$ cat config.mk
export PLATFORM = sky130hd
export DESIGN_NAME = drrb_chain
export DESIGN_NICKNAME = d
export VERILOG_FILES = /design/src/rtl/drrb_pkg.sv /design/src/rtl/drrb_cell.sv /design/src/rtl/drrb_chain.sv
export SDC_FILE = /design/constraint.sdc
export NUM_CORES = 1
export LEC_CHECK = 0
export BUFFER_PORTS_ARGS = -buffer_cell sky130_fd_sc_hd__buf_2
export CORE_AREA = 5 5 206 358
export DETAILED_ROUTE_END_ITERATION = 6
export DIE_AREA = 0 0 211 363
export GPL_TIMING_DRIVEN = 1
export SLEW_MARGIN = 20
export SYNTH_ARGS = -nofsm -noshare
export SYNTH_HDL_FRONTEND = slang
export SYNTH_SLANG_ARGS = --single-unit
$ cat constraint.sdc
create_clock -name clk_i -period 2.4 [get_ports clk_i]
set_input_delay 0.36 -clock clk_i [delete_from_list [all_inputs] [get_ports clk_i]]
set_output_delay 0.36 -clock clk_i [all_outputs]
set_load 0.03 [all_outputs]
$ cat src/rtl/drrb_pkg.sv
// Package for the DTLS record reorder buffer: sizes, status codes, cell types.
// No dependencies.
package drrb_pkg;
  localparam int unsigned Peers = 4;
  localparam int unsigned Window = 128;
  localparam int unsigned PeerW = 2;
  localparam int unsigned SlotW = 7;
  localparam int unsigned CntW = 8;
  localparam logic [7:0] MaxWindowReset = 8'd100;
  localparam logic [7:0] TypeCcs = 8'd20;

  localparam logic [2:0] StOk = 3'd0;
  localparam logic [2:0] StEmpty = 3'd1;
  localparam logic [2:0] StNotReady = 3'd2;
  localparam logic [2:0] StStale = 3'd3;
  localparam logic [2:0] StFull = 3'd4;
  localparam logic [2:0] StBadVersion = 3'd5;

  localparam logic [15:0] VerDtls10 = 16'hFEFF;
  localparam logic [15:0] VerDtls12 = 16'hFEFD;
  localparam logic [15:0] VerDtls13 = 16'hFEFC;

  // Value travelling down the chain of scan cells.
  typedef struct packed {
    logic        act;     // token is live this cycle
    logic        rel;     // release scan (else insert scan)
    logic [63:0] key;     // insert key
    logic        hit;     // insert: key match found
    logic [SlotW-1:0] hit_slot;
    logic        free;    // insert: free slot found
    logic [SlotW-1:0] free_slot;
    logic        best_v;  // release: a valid minimum found
    logic [63:0] best_key;
    logic [SlotW-1:0] best_slot;
  } scan_t;

  typedef struct packed {
    logic        valid;
    logic [63:0] key;
  } slot_view_t;
endpackage

$ cat src/rtl/drrb_cell.sv
// One scan cell: folds one slot's view into the passing scan token.
// Depends on drrb_pkg.
module drrb_cell import drrb_pkg::*; (
  input  logic             clk_i,
  input  logic             rst_ni,
  input  scan_t            scan_i,
  input  slot_view_t       view_i,
  input  logic [SlotW-1:0] slot_i,
  output scan_t            scan_o
);
  scan_t scan_d, scan_q;

  always_comb begin
    scan_d = scan_i;
    if (scan_i.act && view_i.valid) begin
      if (scan_i.rel) begin
        if (!scan_i.best_v || view_i.key < scan_i.best_key) begin
          scan_d.best_v = 1'b1;
          scan_d.best_key = view_i.key;
          scan_d.best_slot = slot_i;
        end
      end else if (!scan_i.hit && view_i.key == scan_i.key) begin
        scan_d.hit = 1'b1;
        scan_d.hit_slot = slot_i;
      end
    end else if (scan_i.act && !scan_i.rel && !scan_i.free) begin
      scan_d.free = 1'b1;
      scan_d.free_slot = slot_i;
    end
  end

  always_ff @(posedge clk_i or negedge rst_ni) begin
    if (!rst_ni) begin
      scan_q <= '0;
    end else begin
      scan_q <= scan_d;
    end
  end

  assign scan_o = scan_q;
endmodule

$ cat src/rtl/drrb_chain.sv
// Chain of two scan cells sweeping a peer window, two slots per cycle.
// Depends on drrb_pkg and drrb_cell.
module drrb_chain import drrb_pkg::*; (
  input  logic             clk_i,
  input  logic             rst_ni,
  input  scan_t            scan_i,
  input  slot_view_t       view_a_i,
  input  slot_view_t       view_b_i,
  input  logic [SlotW-1:0] slot_a_i,
  output scan_t            scan_o
);
  scan_t mid;
  drrb_cell u_cell_a (.clk_i, .rst_ni, .scan_i(scan_i), .view_i(view_a_i),
                      .slot_i(slot_a_i), .scan_o(mid));
  logic [SlotW-1:0] slot_b_q;
  slot_view_t view_b_q;
  always_ff @(posedge clk_i) begin
    slot_b_q <= slot_a_i + SlotW'(1);
    view_b_q <= view_b_i;
  end
  drrb_cell u_cell_b (.clk_i, .rst_ni, .scan_i(mid), .view_i(view_b_q),
                      .slot_i(slot_b_q), .scan_o(scan_o));
endmodule

==> results.cfg <==
[outcome]
status = finished with violations
violations = negative setup slack

[routing]
viasPerCell = 4.85
wl_um = 92900
wl_per_cell_um = 26.4
vias = 17045
first_pass_iters = 5
drt_iter0_drc = 1204
drc = 0
ant_nets = 0

[logic_synthesis]
synth_compound_gate_area_share = 0.0762
synth_nets = 2006
synthArstFlopShare = 0.811
yosysSeqAreaShare = 0.525
ys_top_cells_by_area = dfrtp_1, ha_1, dfxtp_1
synth_common_cells = dfrtp_1, nand3_1, inv_1
syn_area_mm2 = 0.0174
synth_edf_count = 0
ys_ff_latch = 380
synthMuxAreaShare = 0.0632
synth_top_cell_area_share = 0.442
synthFlopType = dfrtp_1
netlist-cell-type-count = 51
syn_inst = 1586
synth_top_family_by_area = simple AND/OR/NAND/NOR gates
synthXorXnorAreaFrac = 0.0528
syn_area_per_cell_um2 = 11.0
yosys.area_share.simple = 0.143
synth_top_area_cell = dfrtp_1
synth.most_common_cell = dfrtp_1
synthAdderAreaFrac = 0.0912
yosysWarnings = 0

[floorplan]
rows = 129
die_y_um = 363
pin_count = 447
coreArea_mm2 = 0.0704
die_x_um = 211
start_util = 0.248
die_area_mm2 = 0.0766

[placement]
hpwl_um = 68200
place_congestion = 0.919
postPlaceCellArea_mm2 = 0.0235
io_buffers = 446

[worst_setup_path]
cp.arrival_ns = 3.25
cp.required_ns = 2.91
path_class = flop to flop
cpMaxStageDelayCell = a221o_2
start_kind = flop
path_cells = inv_1, ha_1, a21o_1, a21o_1, a221o_2, o2111ai_4, buf_6, and2_4, clkbuf_16, a31oi_4, nand3_2
critical_path.most_common_cell = a21o_1
cpPeakStageDelay_ns = 0.47
r2r_start = u_cell_a.scan_o[20]
timing.rr.end = u_cell_b.scan_o[8]
worstSetupStartpoint = u_cell_a.scan_o[20]
reg2reg_depth = 11
end_kind = flop
regToRegSetupSlack_ns = -0.34
crit_path_max_fanout = 7

[global_route]
grt_pass1_wl_um = 126000
grt_util_all_layers = 0.229
grt_max_degree = 143
antenna_found_initial = 25
overflow = 0
grt_pass1_vias = 18086

[timing]
max-slew-margin-rel = 0.528
max_freq_ghz = 0.365
finalSetupViolations = 151
finalHoldViolCount = 0
fin_ws_ns = -0.338
period_needed_ns = 2.74
worst_pin_slew_ns = 0.708
post-route-period-util = 1.14
clock_skew_ns = 0.0321
rsz0062_at_grt = yes
final.setup.tns_ns = -28.17
finalMaxSlewViolations = 0

[clock_network]
cts_made_buffers = 40
cts_tree = built
root_buffer = clkbuf_16
clk_latency_ns = 0.60
cts_buffer_depth = 3
cts_sinks = 380
htree_levels = 2
path_clk_slew_ns = 0.07

[min_path]
min_to = u_cell_a.scan_o[64]
holdCritStartpoint = scan_i[64]
hp-class = input port to flop
holdPathStages = 2

[cells_and_area]
postLayoutCellArea_mm2 = 0.0292
syn2layout_area_growth_pct = 67.5
fin_nets = 2977
seq_area_mm2 = 0.00917
drive_above_1_share = 0.448
fillCellCount = 6799
multi_input_area_mm2 = 0.00893

[job]
cap_violations = 0

[power_and_ir_drop]
power_leakage_nw = 14.2
vdd_drop_max_mv = 0.437
power_density_mw_per_mm2 = 628
[worst max path at each step]
stage                                to  slack (ns)  depth (start not counted)
finish               u_cell_b.scan_o[8]       -0.34                         11
global route         u_cell_b.scan_o[4]       -0.37                         12
CTS                  u_cell_b.scan_o[4]       -0.24                         10
detailed placement  u_cell_a.scan_o[56]       -1.08                         13
global placement    u_cell_a.scan_o[52]       -0.95                         13
floorplan           u_cell_a.scan_o[60]       -0.04                         10
[worst max-delay path, delay by kind of cell, from the launching register on]
kind	cells	cell delay, ns
compound gates	5	1.17
buf+inv	3	0.43
flops	1	0.37
simple gates	2	0.36
fa+ha+maj	1	0.31
[cell type report]
| class | count | share of cell area |
|---|---|---|
| clock inverter | 18 | 0.00917 |
| sequential | 380 | 0.314 |
| clock buffer | 56 | 0.0402 |
| antenna | 11 | 0.000943 |
| inverter | 156 | 0.0204 |
| multi-input combinational | 984 | 0.306 |
| tap | 917 | 0.0393 |
| timing repair buffer | 995 | 0.270 |
[cells by family (layout without fill, tap and decap cells)]
family | after synthesis | after routing
buffers and inverters | 223 | 1225
and+or+nand+nor | 444 | 445
xor gates and xnor gates | 105 | 105
DFF | 380 | 380
muxes | 99 | 99
other | 0 | 11
AOI/OAI and AO/OA | 208 | 208
adders and majority gates | 127 | 127
[metrics by stage]
stage | utilization | worst slack [ns] | hold WS [ns] | std cells | total power [mW]
after CTS | 0.402 | -0.239 | 0.000129 | 3506 | 18.3
final | 0.415 | -0.338 | 0.0310 | 3517 | 18.3
after global routing | 0.415 | -0.372 | 0.0136 | 3510 | 19.0
after floorplan | - | -0.0360 | 0.0644 | 1586 | 8.67
after detailed placement | 0.334 | -1.08 | 0.351 | 3223 | 10.7
after global placement | 0.334 | -0.946 | 0.352 | 3223 | 10.7
[sequential cells by signal (all words and copies together) (netlist names)]
signal and flops:
u_cell_a.scan_o 154, u_cell_b.scan_o 154, view_b_q 65, slot_b_q 7
[timing repair]
| action | in CTS | in global routing |
|---|---|---|
| endpoints found under the setup margin | 149 | 154 |
| cloned | 17 | 8 |
| pin swaps | 65 | 110 |
| resized for setup | 229 | 149 |
| hold endpoints to repair | 207 | 0 |
| hold buffers | 165 | 0 |
| setup buffers | 34 | 5 |
[power by group]
group	leakage (nW)	total (mW)	internal (mW)	switching, mW
Sequential	4.20	7.19	6.85	0.335
Combinational	9.30	4.16	1.86	2.30
Clock	0.704	6.98	4.09	2.89
Total	14.2	18.3	12.8	5.52
[cells in the final DEF (no fill, tap or decap), types with 9 or more instances in the layout]
master / count
buf_2: 430
buf_4: 306
dfrtp_1: 303
dlygate4sd3_1: 156
inv_1: 142
nand3_1: 137
ha_1: 113
nand4_1: 107
mux2_4: 74
nor2b_1: 71
xor2_1: 59
dfxtp_1: 59
clkbuf_16: 48
buf_12: 43
a21oi_1: 40
a31oi_1: 40
xnor2_1: 37
nand2_1: 29
buf_6: 24
a31oi_4: 23
nand3_2: 20
nor2_1: 18
nor4_2: 15
a21o_1: 15
mux2_2: 14
ha_4: 14
o21ai_0: 12
dfxtp_2: 12
diode_2: 11
nand2b_1: 11
mux2i_1: 11
buf_16: 11
inv_2: 10
o22ai_1: 9
a21oi_2: 9
a31oi_2: 9
dlymetal6s4s_1: 9
buf_8: 9
[routing by layer]
metal,track usage,part of all wire
met2,0.393,0.49
met5,0,0.0014
met4,0.138,0.071
met3,0.0571,0.071
met1,0.255,0.36
Note: power is estimated with default switching activity, not from simulation.
